**config.mk**
```make
export PLATFORM = sky130hd
export DESIGN_NAME = superblock_checked_decoder
export DESIGN_NICKNAME = d
export VERILOG_FILES = /design/src/design/sbcd_pkg.sv /design/src/design/sbcd_regs.sv /design/src/design/sbcd_dp.sv /design/src/design/sbcd_ctrl.sv /design/src/design/superblock_checked_decoder.sv
export SDC_FILE = /design/constraint.sdc
export NUM_CORES = 2
export LEC_CHECK = 0
export ABC_AREA = 1
export BUFFER_PORTS_ARGS = -buffer_cell sky130_fd_sc_hd__buf_2
export CORE_ASPECT_RATIO = 0.5
export CORE_MARGIN = 2
export CORE_UTILIZATION = 56
export CTS_CLUSTER_DIAMETER = 150
export DETAILED_ROUTE_END_ITERATION = 8
export PLACE_DENSITY = 0.76
export SLEW_MARGIN = 20
export SYNTH_ARGS = -nofsm -noshare
export SYNTH_HDL_FRONTEND = slang
export SYNTH_HIERARCHICAL = 1
export SYNTH_SLANG_ARGS = --single-unit
```
**constraint.sdc**
```tcl
create_clock -name clk -period 8.55 [get_ports clk]
set_clock_uncertainty 0.1 [all_clocks]
set_input_delay 1.71 -clock clk [delete_from_list [all_inputs] [get_ports clk]]
set_output_delay 1.71 -clock clk [all_outputs]
set_load 0.1 [all_outputs]
```
**src/design/sbcd_pkg.sv**
```systemverilog
// Shared types, constants and functions for the superblock checked decoder.
// No dependencies; imported by every module of the block.
`timescale 1ns / 1ps

package sbcd_pkg;

  localparam int MAGIC_LEN = 8;
  localparam int NUM_FIELDS = 17;
  localparam int FIELD_IDX_W = 5;

  localparam logic [31:0] CRC_POLY = 32'hEDB8_8320;
  localparam logic [31:0] CRC_ONES = 32'hFFFF_FFFF;

  localparam logic [7:0] POS_FIELD_FIRST = 8'd8;
  localparam logic [7:0] POS_CRC_SPAN = 8'd128;
  localparam logic [7:0] POS_LAST = 8'd131;
  localparam logic [7:0] POS_IDLE = 8'd132;

  localparam logic [FIELD_IDX_W-1:0] FIELD_LAST = FIELD_IDX_W'(NUM_FIELDS - 1);

  // register indexes on the configuration port
  localparam logic [1:0] REG_MAGIC = 2'd0;
  localparam logic [1:0] REG_VER_A = 2'd1;
  localparam logic [1:0] REG_VER_B = 2'd2;
  localparam logic [1:0] REG_BLK_SIZE = 2'd3;

  typedef enum logic [2:0] {
    STS_OK = 3'd0,
    STS_BAD_MAGIC = 3'd1,
    STS_BAD_CRC = 3'd2,
    STS_BAD_VERSION = 3'd3,
    STS_BAD_BLK_SIZE = 3'd4
  } sbcd_status_t;

  typedef enum logic [2:0] {
    S_RUN = 3'b001,
    S_CHECK = 3'b010,
    S_EMIT = 3'b100
  } sbcd_state_t;

  typedef struct packed {
    logic [63:0] magic;
    logic [31:0] ver_a;
    logic [31:0] ver_b;
    logic [31:0] blk_size;
  } sbcd_cfg_t;

  typedef struct packed {
    logic take;        // input word accepted this cycle
    logic load_first;  // run the checks and load the first result
    logic load_next;   // advance to the next field
  } sbcd_cmd_t;

  typedef struct packed {
    logic last_byte;   // word being taken is the final header byte
    logic out_last;    // result held in the output register ends the run
  } sbcd_stat_t;

  typedef struct packed {
    logic [FIELD_IDX_W-1:0] idx;
    logic [2:0] lane;
  } sbcd_loc_t;

  // reflected CRC-32, one byte
  function automatic logic [31:0] crc_byte(input logic [31:0] crc_in, input logic [7:0] b);
    logic [31:0] c;
    c = crc_in ^ {24'd0, b};
    for (int k = 0; k < 8; k++) begin
      c = c[0] ? (CRC_POLY ^ (c >> 1)) : (c >> 1);
    end
    return c;
  endfunction

  // map header offset 8..127 to field number and byte lane
  function automatic sbcd_loc_t locate(input logic [6:0] p);
    sbcd_loc_t r;
    r.lane = {1'b0, p[1:0]};
    if (p < 7'd12) begin
      r.idx = 5'd0;
    end else if (p < 7'd16) begin
      r.idx = 5'd1;
    end else if (p < 7'd24) begin
      r.idx = 5'd2;
      r.lane = p[2:0];
    end else if (p < 7'd28) begin
      r.idx = 5'd3;
    end else if (p < 7'd32) begin
      r.idx = 5'd4;
    end else begin
      r.idx = {1'b0, p[6:3]} + 5'd1;
      r.lane = p[2:0];
    end
    return r;
  endfunction

endpackage

```
**src/design/sbcd_regs.sv**
```systemverilog
// Configuration register file on the APB-style port.
// Depends on sbcd_pkg for the register indexes and the config struct.
`timescale 1ns / 1ps

module sbcd_regs
  import sbcd_pkg::*;
(
  input  logic        clk,
  input  logic        rst,
  input  logic        psel,
  input  logic        penable,
  input  logic        pwrite,
  input  logic [4:0]  paddr,
  input  logic [63:0] pwdata,
  output logic [63:0] prdata,
  output sbcd_cfg_t   cfg
);

  logic       wr_en;
  logic [1:0] reg_idx;

  assign reg_idx = paddr[4:3];
  assign wr_en = psel & penable & pwrite;

  always_ff @(posedge clk) begin
    if (rst) begin
      cfg.magic <= 64'd0;
      cfg.ver_a <= 32'd1;
      cfg.ver_b <= 32'd2;
      cfg.blk_size <= 32'd4096;
    end else if (wr_en) begin
      unique case (reg_idx)
        REG_MAGIC:    cfg.magic <= pwdata;
        REG_VER_A:    cfg.ver_a <= pwdata[31:0];
        REG_VER_B:    cfg.ver_b <= pwdata[31:0];
        REG_BLK_SIZE: cfg.blk_size <= pwdata[31:0];
        default:      ;
      endcase
    end
  end

  always_comb begin
    unique case (reg_idx)
      REG_MAGIC:    prdata = cfg.magic;
      REG_VER_A:    prdata = {32'd0, cfg.ver_a};
      REG_VER_B:    prdata = {32'd0, cfg.ver_b};
      REG_BLK_SIZE: prdata = {32'd0, cfg.blk_size};
      default:      prdata = 64'd0;
    endcase
  end

endmodule

```
**src/design/sbcd_dp.sv**
```systemverilog
// Datapath: byte position, CRC, magic compare, field capture, checks and result register.
// Depends on sbcd_pkg; driven by sbcd_ctrl through command and status structs.
`timescale 1ns / 1ps

module sbcd_dp
  import sbcd_pkg::*;
(
  input  logic                   clk,
  input  logic                   rst,
  input  sbcd_cfg_t              cfg,
  input  sbcd_cmd_t              cmd,
  input  logic [7:0]             data_byte,
  input  logic                   block_start,
  output sbcd_stat_t             stat,
  output logic [FIELD_IDX_W-1:0] field_index,
  output logic [63:0]            field_value,
  output logic [2:0]             status,
  output logic                   last
);

  logic [7:0]  pos;
  logic [31:0] crc;
  logic [31:0] stored_crc;
  logic        magic_ok;
  logic [63:0] acc;
  logic [63:0] field_store [NUM_FIELDS];

  logic [7:0]  p_eff;
  logic [31:0] crc_base;
  logic        magic_base;
  logic        magic_hit;
  sbcd_loc_t   loc;
  logic [63:0] acc_next;
  logic [FIELD_IDX_W-1:0] next_idx;
  logic [2:0]  chk_status;
  logic [31:0] ver;
  logic [31:0] blk;

  // a start flag restarts the image at offset zero
  assign p_eff = block_start ? 8'd0 : pos;
  assign crc_base = block_start ? CRC_ONES : crc;
  assign magic_base = block_start ? 1'b1 : magic_ok;
  assign magic_hit = (cfg.magic[{p_eff[2:0], 3'b000} +: 8] == data_byte);
  assign loc = locate(p_eff[6:0]);
  assign acc_next = (loc.lane == 3'd0) ? {56'd0, data_byte}
                  : (acc | ({56'd0, data_byte} << {loc.lane, 3'b000}));
  assign next_idx = field_index + 5'd1;

  assign stat.last_byte = (p_eff == POS_LAST);
  assign stat.out_last = last;

  always_ff @(posedge clk) begin
    if (rst) begin
      pos <= POS_IDLE;
      crc <= CRC_ONES;
      magic_ok <= 1'b1;
    end else if (cmd.take && (p_eff < POS_IDLE)) begin
      pos <= p_eff + 8'd1;
      if (p_eff < POS_CRC_SPAN) begin
        crc <= crc_byte(crc_base, data_byte);
      end else begin
        crc <= crc_base;
      end
      if (p_eff < 8'(MAGIC_LEN)) begin
        magic_ok <= magic_base & magic_hit;
      end else begin
        magic_ok <= magic_base;
      end
    end
  end

  // every lane of the stored CRC and of every field is rewritten before the check
  always_ff @(posedge clk) begin
    if (cmd.take && (p_eff >= POS_CRC_SPAN) && (p_eff <= POS_LAST)) begin
      stored_crc[{p_eff[1:0], 3'b000} +: 8] <= data_byte;
    end
    if (cmd.take && (p_eff >= POS_FIELD_FIRST) && (p_eff < POS_CRC_SPAN)) begin
      acc <= acc_next;
      field_store[loc.idx] <= acc_next;
    end
  end

  assign ver = field_store[0][31:0];
  assign blk = field_store[1][31:0];

  always_comb begin
    priority if (!magic_ok) begin
      chk_status = STS_BAD_MAGIC;
    end else if ((crc ^ CRC_ONES) != stored_crc) begin
      chk_status = STS_BAD_CRC;
    end else if ((ver != cfg.ver_a) && (ver != cfg.ver_b)) begin
      chk_status = STS_BAD_VERSION;
    end else if (blk != cfg.blk_size) begin
      chk_status = STS_BAD_BLK_SIZE;
    end else begin
      chk_status = STS_OK;
    end
  end

  always_ff @(posedge clk) begin
    if (rst) begin
      last <= 1'b0;
    end else if (cmd.load_first) begin
      last <= (chk_status != STS_OK);
    end else if (cmd.load_next) begin
      last <= (next_idx == FIELD_LAST);
    end
  end

  always_ff @(posedge clk) begin
    if (cmd.load_first) begin
      field_index <= 5'd0;
      status <= chk_status;
      field_value <= (chk_status == STS_OK) ? field_store[0] : 64'd0;
    end else if (cmd.load_next) begin
      field_index <= next_idx;
      field_value <= field_store[next_idx];
    end
  end

endmodule

```
**src/design/sbcd_ctrl.sv**
```systemverilog
// Controller: sequences byte intake, the check cycle and the result run.
// Depends on sbcd_pkg; commands sbcd_dp.
`timescale 1ns / 1ps

module sbcd_ctrl
  import sbcd_pkg::*;
(
  input  logic       clk,
  input  logic       rst,
  input  logic       s_tvalid,
  output logic       s_tready,
  output logic       m_tvalid,
  input  logic       m_tready,
  input  sbcd_stat_t stat,
  output sbcd_cmd_t  cmd
);

  sbcd_state_t state;
  sbcd_state_t state_next;

  assign s_tready = (state == S_RUN);
  assign m_tvalid = (state == S_EMIT);

  always_comb begin
    cmd.take = s_tready & s_tvalid;
    cmd.load_first = (state == S_CHECK);
    cmd.load_next = m_tvalid & m_tready & ~stat.out_last;
  end

  always_comb begin
    state_next = state;
    unique case (state)
      S_RUN: begin
        if (cmd.take && stat.last_byte) state_next = S_CHECK;
      end
      S_CHECK: begin
        state_next = S_EMIT;
      end
      S_EMIT: begin
        if (m_tready && stat.out_last) state_next = S_RUN;
      end
      default: state_next = S_RUN;
    endcase
  end

  always_ff @(posedge clk) begin
    if (rst) begin
      state <= S_RUN;
    end else begin
      state <= state_next;
    end
  end

  a_no_overlap: assert property (@(posedge clk) disable iff (rst)
    !(s_tready && m_tvalid))
    else $error("intake and result run overlap");

  a_final_byte_stops_intake: assert property (@(posedge clk) disable iff (rst)
    (cmd.take && stat.last_byte) |=> (!s_tready && !m_tvalid))
    else $error("final byte did not start the check");

  a_check_then_emit: assert property (@(posedge clk) disable iff (rst)
    cmd.load_first |=> m_tvalid)
    else $error("check cycle not followed by a result");

  a_run_end_resumes: assert property (@(posedge clk) disable iff (rst)
    (m_tvalid && m_tready && stat.out_last) |=> s_tready)
    else $error("intake not resumed after the run");

endmodule

```
**src/design/superblock_checked_decoder.sv**
```systemverilog
// Superblock checked decoder: takes header bytes one word per cycle while s_tvalid is
// high, then a check state, then 17 field words (or one status word) one per cycle as
// m_tready allows; intake stops from the final header byte until the last result word
// is taken.
// Synchronous reset: idle until a word flagged as block start, config at defaults.
// Depends on sbcd_pkg, sbcd_regs, sbcd_dp and sbcd_ctrl.
`timescale 1ns / 1ps

module superblock_checked_decoder
  import sbcd_pkg::*;
(
  input  logic        clk,
  input  logic        rst,
  input  logic        s_tvalid,
  output logic        s_tready,
  input  logic [7:0]  s_tdata,   // [7:0] data_byte
  input  logic [0:0]  s_tuser,   // [0] block_start
  output logic        m_tvalid,
  input  logic        m_tready,
  output logic [71:0] m_tdata,   // [4:0] field_index, [68:5] field_value, [71:69] zero
  output logic [2:0]  m_tuser,   // [2:0] status
  output logic        m_tlast,
  input  logic        psel,
  input  logic        penable,
  input  logic        pwrite,
  input  logic [4:0]  paddr,
  input  logic [63:0] pwdata,
  output logic [63:0] prdata,
  output logic        pready
);

  sbcd_cfg_t              cfg;
  sbcd_cmd_t              cmd;
  sbcd_stat_t             stat;
  logic [FIELD_IDX_W-1:0] field_index;
  logic [63:0]            field_value;

  assign pready = 1'b1;
  assign m_tdata = {3'd0, field_value, field_index};

  sbcd_regs u_regs (
    .clk     (clk),
    .rst     (rst),
    .psel    (psel),
    .penable (penable),
    .pwrite  (pwrite),
    .paddr   (paddr),
    .pwdata  (pwdata),
    .prdata  (prdata),
    .cfg     (cfg)
  );

  sbcd_dp u_dp (
    .clk         (clk),
    .rst         (rst),
    .cfg         (cfg),
    .cmd         (cmd),
    .data_byte   (s_tdata),
    .block_start (s_tuser[0]),
    .stat        (stat),
    .field_index (field_index),
    .field_value (field_value),
    .status      (m_tuser),
    .last        (m_tlast)
  );

  sbcd_ctrl u_ctrl (
    .clk      (clk),
    .rst      (rst),
    .s_tvalid (s_tvalid),
    .s_tready (s_tready),
    .m_tvalid (m_tvalid),
    .m_tready (m_tready),
    .stat     (stat),
    .cmd      (cmd)
  );

endmodule

```
==> key figures <==
Route
  • Detailed-route DRC error count: 0
  • Initial DRC Count: 7123
  • Wirelength per Cell: 24.5 um
  • Detail Route Antenna Nets: 0
  • TritonRoute pass-1 iters: 8
  • DR vias/cell: 6.25
  • DR vias: 48497
  • Final wirelength: 190000 um

Cells and area
  • Final Instance Area: 72200 um2
  • Layout area overhead: 10.4%
  • Ant. Diodes: 0
  • Fraction of layout cells with a size suffix above 1: 10.5%
  • Non-Filler Instances: 7763
  • Nets@finish: between 6000 and 7000

Floorplan
  • Die height: approximately 250 um
  • Ports: 228
  • Core Footprint: 116000 um2
  • Die Area: 120000 um2
  • Starting Density: between 50% and 60%
  • Rows: 88
  • Die width: 487 um

Worst setup path
  • Max stage delay on crit path: roughly 0.76 ns
  • Cell repeated most along the worst path: buf_2
  • Largest delay share family, worst path: buffers and inverters
  • WP data required: 6.74 ns
  • CP startpoint kind: input port
  • Critical path cell sequence: buf_2, inv_2, nor2_4, buf_4, nand2_1, nand4_1, buf_2
  • Reg2reg setup slack: 3.72 ns
  • CP endpoint kind: output port
  • CP Data Arrival Time: 4.02 ns
  • Critical path type: in2out
  • CP max stage cell: nor2_4
  • Buf/Inv on CP: 4
  • CP Max Fanout: 37

Outcome
  • Outcome: complete, no violations

Synth
  • Largest family of logic cells by synthesized area: simple AND/OR/NAND/NOR gates
  • Yosys warns: 6
  • Prevailing post-synth register cell: edfxtp_1
  • Post-synth EDFFs: around 1300
  • Cells after synthesis: 6035
  • Netlist cell types: 48
  • Post-synthesis mux area share: 0%
  • Most area-consuming cells after synthesis: edfxtp_1 (60%), nor2_1 (7.1%), dfxtp_1 (6.4%)
  • Synth Area in Adders: 0.134%
  • XOR/XNOR Fraction of Synth Area: approximately 2.1%
  • Post-Syn Area per Cell: approximately 11 um2
  • Seq cells post-synth: 1525
  • Fraction of registers with async set/reset: 0%
  • Synth Area in Compound Gates: under 10%
  • Sequential fraction of the synthesis area: 66.8%
  • Synth area leader: edfxtp_1
  • Simple-Gate Fraction of Synth Area: 16.5%
  • Mapped Area: 65400 um2
  • Post-synth top area share: 60.3%

Min path
  • Worst Hold Class: reg2reg

Timing
  • Slew headroom: 16.2%
  • Fin crit share: 68.2%
  • RSZ-0062 raised after global routing: false
  • Fin Setup TNS: 0 ns
  • FMAX: ~170 MHz
  • Min Tclk post-route: 5.83 ns
  • Worst-Margin Slew: between 1 and 1.5 ns
  • Final hold violations: 0
  • Max Slew Vio Count: 0
  • # setup viols final: 0

Power and ir drop
  • Final Power: between 0.015 and 0.02 W
  • Lkg Pwr: 25.7 nW
  • Maximum VDD drop: between 0.00015 and 0.0002 V
  • Power Density: 209 nW/um2

CTS
  • Clk buf depth: 3
  • Clock latency at the later pin of the worst-skew pair: between 0.7 and 0.8 ns
  • Clock slew at reported path FFs: 0.06 ns
  • CTS tree: yes
  • Htree depth: 4
  • TritonCTS Sinks: 1525
  • Num CTS Buffers: 133
  • CTS resizes: 0
  • Post-CTS Setup Repair Bufs: 0
  • Clock Root Buffer: clkbuf_16
  • CTS Hold Bufs: 0

GRT
  • Global routing usage on met2: roughly 48%
  • Gr usage total: between 30% and 40%
  • GRT busiest layer: met2
  • Largest net degree at the start of global routing: ~230
  • GR Overflow Total: 0
  • Initial antenna violation count: 5
  • Met1 GRT Util: 42.0%
  • Met3 GRT Util: 9.23%
  • Vias in the first global route: about 46000
  • Global-route wire length before repair: 280000 um

Placed design
  • Detailed Place HPWL: 108000 um
  • RePlAce Congestion: 0.962
  • Port-buffer cells: 220
  • Area after DPL: 68000 um2
  • Placed cell count: 7531

Run
  • Max-Cap Viols: 0
-- Yosys cell counts, types with 2 or more instances --
cell type  count
dfxtp_1      210
nand3_2        2
nand2_1      737
o21bai_1       3
inv_1        261
clkbuf_1     230
o211ai_1       5
o21ai_0      625
nor3_1        17
xnor2_1       81
buf_4         26
edfxtp_1    1315
nor2_8         2
o22ai_1        5
buf_1         50
nor2_2         8
nand3_1      526
ha_1           7
nor2_1      1237
nand2_2       12
o31ai_1        2
a21oi_1       47
nand4_1       37
o21ai_2       53
o221ai_1     257
nor4_1         2
clkinv_1       3
xor2_1        56
nor2_4        12
nand2_4        4
nor3b_1        2
buf_6         21
conb_1         3
and2_1         2
inv_2         20
buf_2         69
or2_2          3
o21ai_1       64
xor2_2        10
-- through the flow --
step	utilization, %	hold WS [ns]	worst slack (ns)
global placement	58.8	0.341	2.57
global route	62.5	0.400	2.67
detailed placement	58.8	0.349	2.53
CTS	62.4	0.364	2.76
floorplan	-	0.329	0.893
finish	62.5	0.369	2.72
-- layout make-up --
type | instances | area (um2)
Sequential cell | 1525 | 43700
Fill cell | 8654 | 43400
Multi-Input combinational cell | 3895 | 19400
Clock buffer | 169 | 3570
Timing Repair Buffer | 297 | 1980
Tap cell | 1530 | 1910
Inverter | 284 | 1090
Clock inverter | 63 | 594
-- worst register-to-register path, cell delays in order, from the launching register on --
cell and delay [ns]:
dfxtp_4 0.83, ha_4 0.56, inv_6 0.77, buf_4 1.04, o21ai_0 0.31, o221ai_1 0.29
nand3_1 0.13, nand3_1 0.14, nand3_1 0.09, o21ai_1 0.31
-- placed cells by master, fill, tap and decap left out, types with 3 or more instances in the layout --
cell / instances
dfxtp_1: 209
conb_1: 68
clkbuf_16: 137
nor2_1: 1210
o22ai_1: 5
buf_6: 4
bufinv_16: 9
o211ai_1: 5
nor2_4: 32
inv_2: 20
xnor2_1: 81
o21bai_1: 3
clkinv_1: 26
nor2_2: 15
or2_2: 3
xor2_2: 10
xor2_1: 54
clkbuf_1: 29
buf_4: 50
nand2_4: 6
a21oi_1: 47
inv_6: 6
nor3_1: 17
buf_12: 23
nand3_1: 526
o221ai_1: 257
ha_1: 6
o21ai_0: 625
clkinv_2: 21
o21ai_1: 54
inv_1: 257
nand2_2: 12
o21ai_2: 63
nand4_1: 37
nand2_1: 735
edfxtp_1: 1315
buf_2: 220
-- registers in the layout, summed over array words and instances, names as in the netlist --
name / flops
u_dp/field_store: 1152
u_regs/cfg: 160
u_dp/acc: 64
u_dp/field_value: 64
u_dp/crc: 32
u_dp/stored_crc: 32
u_dp/pos: 8
u_dp/field_index: 5
u_ctrl/state: 3
u_dp/status: 3
u_dp/last: 1
u_dp/magic_ok: 1
-- report_power, final --
part	total (W)	switching, W	internal [W]
clock	0.00593	0.00269	0.00324
combinational	0.000857	0.000642	0.000215
sequential	0.00831	0.0000951	0.00822
total	0.0151	0.00343	0.0117
-- per-layer routing --
layer | share of wire [%] | up-vias
li1 | - | 21324
met1 | 37 | 23338
met2 | 45 | 3348
met3 | 14 | 471
met4 | 3.7 | 16
met5 | 0.059 | -
-- path summary, 6_finish.rpt --
check / startpoint / end / cells past startpoint
max: paddr[3] / prdata[4] / 7
min reg2reg: u_dp/pos[7] / u_dp/pos[7] / 2
min: u_dp/pos[7] / u_dp/pos[7] / 2
max reg2reg: u_dp/field_index[0] / u_dp/field_value[9] / 9
-- logic make-up (layout without fill, tap and decap cells) --
logic type,count (synthesis),count (layout)
AOI/OAI and AO/OA,1065,1065
and+or+nand+nor,2606,2606
DFF,1525,1525
xor gates and xnor gates,149,149
other,3,68
buffers and inverters,680,813
adders and majority gates,7,7
Power figures use the tool's default switching activity.
